`src/sv/wpm_pkg.sv`:
```
`timescale 1ns / 1ps
// Package for the wildcard pattern matcher: default capacity, wildcard bytes,
// request action codes and the control bundle broadcast to the cell row.
// No dependencies.
package wpm_pkg;

	localparam int PATTERN_MAX_DEF = 32;

	localparam logic [7:0] STAR_BYTE  = 8'h2A;
	localparam logic [7:0] QUERY_BYTE = 8'h3F;

	typedef enum logic [1:0] {
		ACT_CLEAR  = 2'd0,
		ACT_APPEND = 2'd1,
		ACT_TEXT   = 2'd2,
		ACT_END    = 2'd3
	} action_t;

	// Broadcast to every cell in the row for one accepted request.
	typedef struct packed {
		logic       clear;      // drop the whole pattern
		logic       load_init;  // restore the initial row from the next pattern
		logic       advance;    // step the row by one text byte
		logic [7:0] sym;        // pattern byte or text byte
	} cell_ctl_t;

endpackage

```
`src/sv/wpm_req_if.sv`:
```
`timescale 1ns / 1ps
// Request channel of the wildcard pattern matcher: valid/ready plus payload.
// No dependencies.
interface wpm_req_if;
	logic       valid;
	logic       ready;
	logic [1:0] action;
	logic [7:0] symbol;

	modport source (output valid, output action, output symbol, input ready);
	modport sink   (input valid, input action, input symbol, output ready);
endinterface

```
`src/sv/wpm_rsp_if.sv`:
```
`timescale 1ns / 1ps
// Response channel of the wildcard pattern matcher: valid/ready plus payload.
// No dependencies.
interface wpm_rsp_if;
	logic valid;
	logic ready;
	logic matched;
	logic pattern_overflow;

	modport source (output valid, output matched, output pattern_overflow, input ready);
	modport sink   (input valid, input matched, input pattern_overflow, output ready);
endinterface

```
`src/sv/wpm_cell.sv`:
```
`timescale 1ns / 1ps
// One pattern column of the matcher: holds a pattern byte, its loaded flag and
// one bit of the match row. Depends on wpm_pkg.
module wpm_cell (
	input  logic              clk,
	input  logic              arst_n,
	input  wpm_pkg::cell_ctl_t ctl,
	input  logic              we,
	input  logic              prev_row,
	input  logic              prev_adv,
	input  logic              prev_init,
	output logic              row_bit,
	output logic              adv_bit,
	output logic              init_bit
);
	import wpm_pkg::*;

	logic       loaded_q;
	logic [7:0] byte_q;
	logic       row_q;
	logic       loaded_d;
	logic [7:0] byte_d;
	logic       is_star;
	logic       is_query;

	assign loaded_d = ctl.clear ? 1'b0 : (we ? 1'b1 : loaded_q);
	assign byte_d   = we ? ctl.sym : byte_q;
	assign is_star  = (byte_q == STAR_BYTE);
	assign is_query = (byte_q == QUERY_BYTE);

	// Leading-star run of the pattern as it will stand after this request.
	assign init_bit = prev_init & loaded_d & (byte_d == STAR_BYTE);

	always_comb begin
		if (!loaded_q) begin
			adv_bit = 1'b0;
		end else if (is_query) begin
			adv_bit = prev_row;
		end else if (is_star) begin
			adv_bit = row_q | prev_adv;
		end else begin
			adv_bit = (byte_q == ctl.sym) & prev_row;
		end
	end

	assign row_bit = row_q;

	always_ff @(posedge clk or negedge arst_n) begin
		if (!arst_n) begin
			loaded_q <= 1'b0;
			row_q    <= 1'b0;
		end else begin
			loaded_q <= loaded_d;
			if (ctl.load_init) begin
				row_q <= init_bit;
			end else if (ctl.advance) begin
				row_q <= adv_bit;
			end
		end
	end

	always_ff @(posedge clk) begin
		byte_q <= byte_d;
	end

endmodule

```
`src/sv/wildcard_pattern_matcher.sv`:
```
`timescale 1ns / 1ps
// Top level of the wildcard pattern matcher: control, length and overflow
// tracking, the row of wpm_cell columns and the response register.
// Depends on wpm_pkg, wpm_req_if, wpm_rsp_if and wpm_cell.

// Matches a streamed text against a stored pattern in which '?' stands for any
// one byte and '*' for any run of bytes, the empty run included. Load the
// pattern with append requests (a clear request drops it); bytes past
// PATTERN_MAX are dropped and latch the overflow flag until the next clear.
// Then send one text request per byte and an end-of-text request, which
// returns matched and pattern_overflow and rearms the row for the next text.
// An append issued mid-text restarts matching from an empty text. A new
// request is taken each cycle while the response register is empty or
// being drained. The clock period is set by the row of cells: a run of '*'
// columns ripples combinationally like a carry chain across up to
// PATTERN_MAX cells, as does the leading-star chain that rebuilds the
// initial row. The pattern store needs no clearing after reset; the block is
// ready as soon as reset is released.
module wildcard_pattern_matcher #(
	parameter int PATTERN_MAX = wpm_pkg::PATTERN_MAX_DEF
) (
	input  logic    clk,
	input  logic    arst_n,
	wpm_req_if.sink req,
	wpm_rsp_if.source rsp
);
	import wpm_pkg::*;

	localparam int LEN_W = $clog2(PATTERN_MAX + 1);

	logic                 req_acc;
	logic                 is_clear;
	logic                 is_append;
	logic                 is_text;
	logic                 is_end;
	logic                 full;
	cell_ctl_t            ctl;

	logic [LEN_W-1:0]     len_q;
	logic                 ovf_q;
	logic                 row0_q;

	logic [PATTERN_MAX:0] row_vec;
	logic [PATTERN_MAX:0] adv_vec;
	logic [PATTERN_MAX:0] init_vec;
	logic [PATTERN_MAX-1:0] we_vec;

	logic                 rsp_valid_q;
	logic                 matched_q;
	logic                 ovf_out_q;

	// Take a new request whenever the response register is free or draining.
	assign req.ready = !rsp_valid_q || rsp.ready;
	assign req_acc   = req.valid && req.ready;

	assign is_clear  = req_acc && (req.action == ACT_CLEAR);
	assign is_append = req_acc && (req.action == ACT_APPEND);
	assign is_text   = req_acc && (req.action == ACT_TEXT);
	assign is_end    = req_acc && (req.action == ACT_END);
	assign full      = (len_q == LEN_W'(PATTERN_MAX));

	// Clear, append and end of text all rearm the row from the next pattern.
	assign ctl.clear     = is_clear;
	assign ctl.load_init = is_clear || is_append || is_end;
	assign ctl.advance   = is_text;
	assign ctl.sym       = req.symbol;

	// Column zero: the empty prefix matches only the empty text.
	assign row_vec[0]  = row0_q;
	assign adv_vec[0]  = 1'b0;
	assign init_vec[0] = 1'b1;

	for (genvar i = 0; i < PATTERN_MAX; i++) begin : g_cell
		// Write the appended byte into the first free column.
		assign we_vec[i] = is_append && !full && (len_q == LEN_W'(i));

		wpm_cell u_cell (
			.clk       (clk),
			.arst_n    (arst_n),
			.ctl       (ctl),
			.we        (we_vec[i]),
			.prev_row  (row_vec[i]),
			.prev_adv  (adv_vec[i]),
			.prev_init (init_vec[i]),
			.row_bit   (row_vec[i+1]),
			.adv_bit   (adv_vec[i+1]),
			.init_bit  (init_vec[i+1])
		);
	end

	always_ff @(posedge clk or negedge arst_n) begin
		if (!arst_n) begin
			len_q  <= '0;
			ovf_q  <= 1'b0;
			row0_q <= 1'b1;
		end else begin
			if (is_clear) begin
				len_q <= '0;
				ovf_q <= 1'b0;
			end else if (is_append) begin
				if (full) begin
					ovf_q <= 1'b1;
				end else begin
					len_q <= len_q + LEN_W'(1);
				end
			end
			if (ctl.load_init) begin
				row0_q <= 1'b1;
			end else if (ctl.advance) begin
				row0_q <= 1'b0;
			end
		end
	end

	// Response register: load on end of text, drop once taken.
	always_ff @(posedge clk or negedge arst_n) begin
		if (!arst_n) begin
			rsp_valid_q <= 1'b0;
		end else if (is_end) begin
			rsp_valid_q <= 1'b1;
		end else if (rsp.ready) begin
			rsp_valid_q <= 1'b0;
		end
	end

	always_ff @(posedge clk) begin
		if (is_end) begin
			matched_q <= row_vec[len_q];
			ovf_out_q <= ovf_q;
		end
	end

	assign rsp.valid            = rsp_valid_q;
	assign rsp.matched          = matched_q;
	assign rsp.pattern_overflow = ovf_out_q;

endmodule

```
`src/flat_wrapper.sv`:
```
// flat-port wrapper written by rule: the top's interface ports become plain ports
module wildcard_pattern_matcher_flat import wpm_pkg::*;
#(
	parameter int PATTERN_MAX = wpm_pkg::PATTERN_MAX_DEF
)
  (clk, arst_n, req_valid, req_action, req_symbol, req_ready, rsp_valid, rsp_matched, rsp_pattern_overflow, rsp_ready);
  wpm_req_if req_i ();
  wpm_rsp_if rsp_i ();
  input  logic clk;
  input  logic arst_n;
  input wire logic [$bits(req_i.valid)-1:0] req_valid;
  input wire logic [$bits(req_i.action)-1:0] req_action;
  input wire logic [$bits(req_i.symbol)-1:0] req_symbol;
  output wire logic [$bits(req_i.ready)-1:0] req_ready;
  output wire logic [$bits(rsp_i.valid)-1:0] rsp_valid;
  output wire logic [$bits(rsp_i.matched)-1:0] rsp_matched;
  output wire logic [$bits(rsp_i.pattern_overflow)-1:0] rsp_pattern_overflow;
  input wire logic [$bits(rsp_i.ready)-1:0] rsp_ready;
  assign req_i.valid = req_valid;
  assign req_i.action = req_action;
  assign req_i.symbol = req_symbol;
  assign req_ready = req_i.ready;
  assign rsp_valid = rsp_i.valid;
  assign rsp_matched = rsp_i.matched;
  assign rsp_pattern_overflow = rsp_i.pattern_overflow;
  assign rsp_i.ready = rsp_ready;
  wildcard_pattern_matcher #(.PATTERN_MAX(PATTERN_MAX)) u_core (.clk(clk), .arst_n(arst_n), .req(req_i), .rsp(rsp_i));
endmodule
```
`config.mk`:
```
export PLATFORM = sky130hd
export DESIGN_NAME = wildcard_pattern_matcher_flat
export DESIGN_NICKNAME = d
export VERILOG_FILES = /design/src/sv/wpm_pkg.sv /design/src/sv/wpm_req_if.sv /design/src/sv/wpm_rsp_if.sv /design/src/sv/wpm_cell.sv /design/src/sv/wildcard_pattern_matcher.sv /design/src/flat_wrapper.sv
export SDC_FILE = /design/constraint.sdc
export NUM_CORES = 1
export LEC_CHECK = 0
export BUFFER_PORTS_ARGS = -buffer_cell sky130_fd_sc_hd__buf_4
export CAP_MARGIN = 20
export CELL_PAD_IN_SITES_DETAIL_PLACEMENT = 1
export CELL_PAD_IN_SITES_GLOBAL_PLACEMENT = 1
export CORE_MARGIN = 8
export CORE_UTILIZATION = 50
export DETAILED_ROUTE_END_ITERATION = 6
export GPL_TIMING_DRIVEN = 0
export PLACE_DENSITY_LB_ADDON = 0.08
export SYNTH_ARGS = -nofsm -noshare
export SYNTH_HDL_FRONTEND = slang
export SYNTH_HIERARCHICAL = 1
export SYNTH_SLANG_ARGS = --single-unit
```
`constraint.sdc`:
```
create_clock -name clk -period 33.8 [get_ports clk]
set_input_delay 3.38 -clock clk [delete_from_list [all_inputs] [get_ports clk]]
set_output_delay 3.38 -clock clk [all_outputs]
set_load 0.005 [all_outputs]
```
Word level (Yosys, flattened, before mapping)
Cells that the tools add are included.
{"block": "op_classes", "addsub": 1, "mul": 0, "div_mod_pow": 0, "magnitude_cmp": 1, "eq_ne": 164, "shift": 0, "n_mux": 268, "n_bitwise": 126, "n_reduce_logical": 51}
{"operator": "8-bit by 6-bit == test with 1-bit output (second input constant)", "count": 96}
{"operator": "8-bit == test", "count": 32}
{"operator": "8-bit 2-to-1 mux", "count": 32}
{"operator": "1-bit 2-to-1 mux", "count": 232}
{"operator": "6-bit by 5-bit == test with 1-bit output (second input constant)", "count": 16}
{"operator": "1-bit bitwise AND", "count": 95}
{"operator": "6-bit by 4-bit == test with 1-bit output (second input constant)", "count": 8}
{"operator": "1-bit logical AND", "count": 38}
{"operator": "1-bit OR", "count": 31}
{"operator": "6-bit by 3-bit == test with 1-bit output (second input constant)", "count": 4}
{"operator": "6-bit 2-to-1 mux", "count": 3}
{"operator": "6-bit by 2-bit == test with 1-bit output (second input constant)", "count": 2}
{"operator": "2-bit nonzero test", "count": 4}
{"operator": "6-bit by 7-bit < comparator with 1-bit output (second input constant)", "count": 1}
{"operator": "6-bit by 1-bit adder with 6-bit output (second input constant)", "count": 1}
{"operator": "1-bit binary-select mux with 6-bit select", "count": 1}
{"operator": "6-bit by 1-bit == test with 1-bit output (second input constant)", "count": 1}
{"operator": "6-bit == test (second input constant)", "count": 1}
{"operator": "6-bit logical NOT", "count": 1}
{"operator": "2-bit == test (second input constant)", "count": 2}
{"operator": "2-bit AND reduction", "count": 2}
{"operator": "1-bit logical OR", "count": 3}
{"operator": "2-bit by 1-bit == test with 1-bit output (second input constant)", "count": 1}
{"operator": "1-bit logical NOT", "count": 2}
{"operator": "other kinds (2)", "count": 2}
{"block": "word_totals", "register_bits": 331, "latch_bits": 0, "ramBits": 0, "rom_bits": 0, "input_bits": 14, "output_inout_bits": 4, "word_cells": 713, "mem_count": 0}

Logic depth before layout (Yosys ltp)
{"block": "logic_depth", "ltp_word": 131, "ltp_mapped": 128}

Modules after synthesis
The synthesis kept the hierarchy.
{"mod": "wpm_cell", "instances": 32, "cells_per_inst": 57, "area_per_inst_um2": 599.3, "seq_area_each_um2": 210.2}
{"mod": "wildcard_pattern_matcher", "instances": 1, "cells_per_inst": 138, "area_per_inst_um2": 1113.6, "seq_area_each_um2": 286.5}

Least setup slack after synthesis
Ideal clock, no wire load.
{"block": "synth_path", "path_kind": "input to register", "start": "in req_action[1]", "end": "reg u_core.g_cell[31].u_cell.row_q", "arrival_time_ns": 21.525, "required_time_ns": 33.711, "slack_ns": 12.186, "cell_stages": 71, "cell_sequence": "buf_1 > a2111oi_4 > nand3_1 > nor2_1 > or4b_1 > o22ai_1 > nor3b_1 > or2b_2 > nor3b_1 > or2b_2 > nor3b_1 > or2b_2 > nor3b_1 > or2b_2 > nor3b_1 > or2b_2 > nor3b_1 > or2b_2 > (+35 left out) > or2b_2 > nor3b_1 > or2b_2 > nor3b_1 > or2b_2 > nor3b_1 > or2b_2 > nor3b_1 > or2b_2 > nor3b_1 > or2b_2 > nor3b_1 > or2b_2 > nor3b_1 > or2b_2 > nor4_1 > o31ai_1 > a41oi_2"}
{"block": "synth_between", "elab_chain_len": 70, "word_cells_on_any_way": 236, "classes_between": "35 x eq/ne; 97 x mux; 63 x bitwise; 41 x reduce/logical"}
{"element": "from (decl)", "line": "flat_wrapper.sv:12", "text": "input wire logic [$bits(req_i.action)-1:0] req_action;"}
{"element": "2-bit by 1-bit == test with 1-bit output (*)", "line": "wildcard_pattern_matcher.sv:57", "text": "assign is_append = req_acc && (req.action == ACT_APPEND);"}
{"element": "1-bit logical AND (*)", "line": "wildcard_pattern_matcher.sv:57"}
{"element": "1-bit logical AND (*) (2 in series)", "line": "wildcard_pattern_matcher.sv:75", "text": "assign we_vec[i] = is_append && !full && (len_q == LEN_W'(i));"}
{"element": "via u_core.we_vec[0]", "line": "wildcard_pattern_matcher.sv:46", "text": "logic [PATTERN_MAX-1:0] we_vec;"}
{"element": "8-bit 2-to-1 mux or 1-bit 2-to-1 mux (tied branches)", "line": "wpm_cell.sv:27, wpm_cell.sv:26"}
{"element": "8-bit by 6-bit == test with 1-bit output or 1-bit 2-to-1 mux (tied branches)", "line": "wpm_cell.sv:32, wpm_cell.sv:26"}
{"element": "1-bit bitwise AND (*)", "line": "wpm_cell.sv:32", "text": "assign init_bit = prev_init & loaded_d & (byte_d == STAR_BYTE);"}
{"element": "via u_core.init_vec[1]", "line": "wildcard_pattern_matcher.sv:45", "text": "logic [PATTERN_MAX:0] init_vec;"}
{"element": "(+2 left out)"}
{"element": "via u_core.init_vec[2]", "line": "wildcard_pattern_matcher.sv:45"}
{"element": "(+2 left out)"}
{"element": "via u_core.init_vec[3]", "line": "wildcard_pattern_matcher.sv:45"}
{"element": "(+2 left out)"}
{"element": "via u_core.init_vec[4]", "line": "wildcard_pattern_matcher.sv:45"}
{"element": "(+2 left out)"}
{"element": "via u_core.init_vec[5]", "line": "wildcard_pattern_matcher.sv:45"}
{"element": "(+2 left out)"}
{"element": "via u_core.init_vec[6]", "line": "wildcard_pattern_matcher.sv:45"}
{"element": "(+2 left out)"}
{"element": "via u_core.init_vec[7]", "line": "wildcard_pattern_matcher.sv:45"}
{"element": "(+2 left out)"}
{"element": "via u_core.init_vec[8]", "line": "wildcard_pattern_matcher.sv:45"}
{"element": "(+2 left out)"}
{"element": "via u_core.init_vec[9]", "line": "wildcard_pattern_matcher.sv:45"}
{"element": "(+2 left out)"}
{"element": "via u_core.init_vec[10]", "line": "wildcard_pattern_matcher.sv:45"}
{"element": "(+2 left out)"}
{"element": "via u_core.init_vec[11]", "line": "wildcard_pattern_matcher.sv:45"}
{"element": "(+2 left out)"}
{"element": "via u_core.init_vec[12]", "line": "wildcard_pattern_matcher.sv:45"}
{"element": "(+2 left out)"}
{"element": "via u_core.init_vec[13]", "line": "wildcard_pattern_matcher.sv:45"}
{"element": "(+2 left out)"}
{"element": "via u_core.init_vec[14]", "line": "wildcard_pattern_matcher.sv:45"}
{"element": "(+2 left out)"}
{"element": "via u_core.init_vec[15]", "line": "wildcard_pattern_matcher.sv:45"}
{"element": "(+2 left out)"}
{"element": "via u_core.init_vec[16]", "line": "wildcard_pattern_matcher.sv:45"}
{"element": "(+2 left out)"}
{"element": "via u_core.init_vec[17]", "line": "wildcard_pattern_matcher.sv:45"}
{"element": "(+2 left out)"}
{"element": "via u_core.init_vec[18]", "line": "wildcard_pattern_matcher.sv:45"}
{"element": "(+2 left out)"}
{"element": "via u_core.init_vec[19]", "line": "wildcard_pattern_matcher.sv:45"}
{"element": "(+2 left out)"}
{"element": "via u_core.init_vec[20]", "line": "wildcard_pattern_matcher.sv:45"}
{"element": "(+2 left out)"}
{"element": "via u_core.init_vec[21]", "line": "wildcard_pattern_matcher.sv:45"}
{"element": "(+2 left out)"}
{"element": "via u_core.init_vec[22]", "line": "wildcard_pattern_matcher.sv:45"}
{"element": "(+2 left out)"}
{"element": "via u_core.init_vec[23]", "line": "wildcard_pattern_matcher.sv:45"}
{"element": "(+2 left out)"}
{"element": "via u_core.init_vec[24]", "line": "wildcard_pattern_matcher.sv:45"}
{"element": "(+2 left out)"}
{"element": "via u_core.init_vec[25]", "line": "wildcard_pattern_matcher.sv:45"}
{"element": "(+2 left out)"}
{"element": "via u_core.init_vec[26]", "line": "wildcard_pattern_matcher.sv:45"}
{"element": "(+2 left out)"}
{"element": "via u_core.init_vec[27]", "line": "wildcard_pattern_matcher.sv:45"}
{"element": "(+2 left out)"}
{"element": "via u_core.init_vec[28]", "line": "wildcard_pattern_matcher.sv:45"}
{"element": "1-bit bitwise AND (*) (2 in series)", "line": "wpm_cell.sv:32"}
{"element": "via u_core.init_vec[29]", "line": "wildcard_pattern_matcher.sv:45"}
{"element": "1-bit bitwise AND (*) (2 in series)", "line": "wpm_cell.sv:32"}
{"element": "via u_core.init_vec[30]", "line": "wildcard_pattern_matcher.sv:45"}
{"element": "1-bit bitwise AND (*) (2 in series)", "line": "wpm_cell.sv:32"}
{"element": "via u_core.init_vec[31]", "line": "wildcard_pattern_matcher.sv:45"}
{"element": "1-bit bitwise AND (*) (2 in series)", "line": "wpm_cell.sv:32"}
{"element": "1-bit 2-to-1 mux (*)", "line": "wpm_cell.sv:54", "text": "if (ctl.load_init) begin"}
{"element": "to (signal assigned)", "line": "wpm_cell.sv:55", "text": "row_q <= init_bit;"}
{"element": "to (signal assigned)", "line": "wpm_cell.sv:57", "text": "row_q <= adv_bit;"}
{"element": "to (decl)", "line": "wpm_cell.sv:20", "text": "logic row_q;"}
The timed path passes the listed nets; every way through them passes the cells marked *.
A chain may end at the register's enable or synchronous reset.

Final worst setup path
Same ends and word-level chain as after synthesis.

==> impl_metrics.py <==
metrics = {
    "finish": {
        "antennaDiodeCount": 0,
        "drive_gt1_share_pct": 28.4,
        "area_growth_pct": 12.3,
        "finish.utilization_pct": 57.0,
        "fin_nets": 2055,
        "design_area_um2": 22800,
        "fin_cells": 2590,
    },
    "clock_tree": {
        "post_cts_resize_count": 0,
        "clk_path_buf_depth": 3,
        "cts_hold_buf": 0,
        "cts_tree": "done",
        "cts_setup_buffers": 0,
        "clkSlewWorstSetupHoldPaths_ns": 0.06,
        "clk_latency_ns": 0.56,
        "cts_sinks": 331,
        "htreeDepth": 2,
        "cts_buffers": 39,
        "cts-root-buf": "clkbuf_16",
    },
    "place": {
        "place_area_um2": 21400,
        "post-place-cells": 2520,
        "dpl.hpwl_mm": 37.1,
        "io_buffers": 16,
        "dpl_worst_slack_ns": 7.60,
        "gp_congestion": 0.804,
    },
    "sta": {
        "slew_viol_final": 0,
        "max-slew-margin-rel_pct": 26.8,
        "fmax_ghz": 0.0384,
        "fin_crit_sh_pct": 77.1,
        "skew_ns": 0.0131,
        "hold_viol_final": 0,
        "period_needed_ns": 26.05,
        "fin_hold_ws_ns": 0.472,
        "setup_viol_count_final": 0,
        "finalSetupTns_ns": 0,
        "rsz0062_at_grt": "no",
        "worst_slack_ns": 7.75,
        "worst_slew_pin_slew_ns": 1.10,
    },
    "critical_path": {
        "max_stage_delay_ns": 0.71,
        "cp.arrival_ns": 26.52,
        "cp.buffers_inverters": 1,
        "cp-end-kind": "flip-flop",
        "crit_path_start_kind": "input pin",
        "critPathKind": "in2reg",
        "cp_slowest_cell": "nand3_1",
        "worstPathMaxFanout": 8,
        "worstPathRequired_ns": 34.27,
        "critPathTopFamily": "simple AND/OR/NAND/NOR gates",
    },
    "global_routing": {
        "grt_pass1_wl_mm": 95.1,
        "grt_pass1_vias": 17200,
        "overflow": 0,
        "antenna_found_initial": 0,
        "grt_max_degree": 65,
        "grt_use_total_pct": 24.5,
    },
    "floorplan": {
        "fp.dieH_um": 217,
        "core_area_um2": 39900,
        "die_w_um": 217,
        "dieArea_um2": 47200,
        "initial_core_util_pct": 50.8,
        "std_cell_rows": 73,
        "num_io_pins": 18,
    },
    "power": {
        "ir_worst_vdd_mv": 0.0317,
        "pwr-share-clk_pct": 40.8,
        "seqPwrFrac_pct": 44.1,
        "comb_power_share_pct": 15.2,
        "p_leak_nw": 8.59,
        "p_sw_share_pct": 27.7,
        "switchingPower_uw": 289,
        "internal-power_uw": 756,
        "design_power_total_mw": 1.05,
        "powerDensity_nw_per_um2": 45.9,
    },
    "route": {
        "wirelength_mm": 58.8,
        "vias": 16300,
        "avgViaCountPerCell": 6.28,
        "routedWlPerCell_um": 22.7,
        "drc_errors": 0,
        "dr.first_iter.drc_count": 769,
        "detail-route-antenna-nets": 0,
        "first_pass_iters": 5,
    },
    "logic_synthesis": {
        "syn-instance-count": 1958,
        "ys_warn_count": 6,
        "synth_area_um2": 20300,
        "synth_area_per_cell_um2": 10.4,
    },
    "hold_path": {
        "holdCritPathClass": "reg2reg",
    },
    "job": {
        "cap_violations": 0,
    },
    "status": {
        "outcome": "completed",
    },
}
==> layout make-up <==
| cell class | count | area [µm²] |
|---|---|---|
| plain buffers | 38 | 264 |
| clock buffers | 67 | 1250 |
| clock inverters | 2 | 35.0 |
| fillers | 4335 | 17200 |
| inverters | 38 | 143 |
| multi-input cells | 1552 | 12900 |
| flip-flops and latches | 331 | 7010 |
| well taps | 525 | 657 |
| repair buffers | 37 | 515 |
==> worst paths after layout <==
kind	endpoint	depth (start not counted)	from	slack [ns]
max	u_core/g_cell[31].u_cell/row_bit	71	req_action[1]	7.75
min	u_core/rsp.pattern_overflow	0	u_core/ovf_q	0.47
max reg2reg	u_core/g_cell[31].u_cell/row_bit	73	u_core/len_q[1]	8.85
min reg2reg	u_core/rsp.pattern_overflow	0	u_core/ovf_q	0.47
max in group asynchronous	u_core/row0_q	2	arst_n	30.31
min in group asynchronous	u_core/g_cell[28].u_cell/row_bit	1	arst_n	2.81
==> power by group through the flow <==
stage                     Sequential [mW]  Combinational [mW]  Clock (mW)
after floorplan                     0.454               0.106           0
after global placement              0.466               0.149           0
after detailed placement            0.468               0.157           0
after CTS                           0.460               0.158       0.439
after global routing                0.465               0.171       0.454
final                               0.461               0.159       0.426
==> layout by cell type, fill, tap and decap left out, drive strengths merged, types with 2 or more instances in the layout <==
cell type    n
a22oi        2
or3b        31
nor4        66
a41oi       32
buf         71
a22o         2
a211oi      32
or3         64
nor2b        6
dfrtp       72
nor3         2
nand2       42
nand3      103
o31ai       34
ha           4
o22ai       31
nand4b      96
o21ai       36
clkbuf      71
or2b        33
conb         3
or4         66
dfxtp      256
or4b        32
a21oi        6
nand3b      32
nand4       67
mux4         6
inv         38
mux2i        5
edfxtp       2
nor2       167
mux2       257
xnor2      256
nor3b       32
==> sequential cells by signal (all words and copies together), names as in the netlist <==
name,cells
u_core/g_cell.u_cell/byte_q,256
u_core/g_cell.u_cell/loaded_q,32
u_core/g_cell.u_cell/row_bit,32
u_core/len_q,6
u_core/ovf_q,1
u_core/row0_q,1
u_core/rsp.matched,1
u_core/rsp.pattern_overflow,1
u_core/rsp.valid,1
==> layer usage <==
metal | part of all wire, % | up-vias | GRT usage (%)
met5 | 0 | - | 0
met2 | 48 | 216 | 41.8
met3 | 3.0 | 88 | 3.12
met1 | 46 | 8323 | 32.1
met4 | 2.1 | 0 | 7.30
li1 | - | 7645 | -
(Power assumes the default switching activity.)
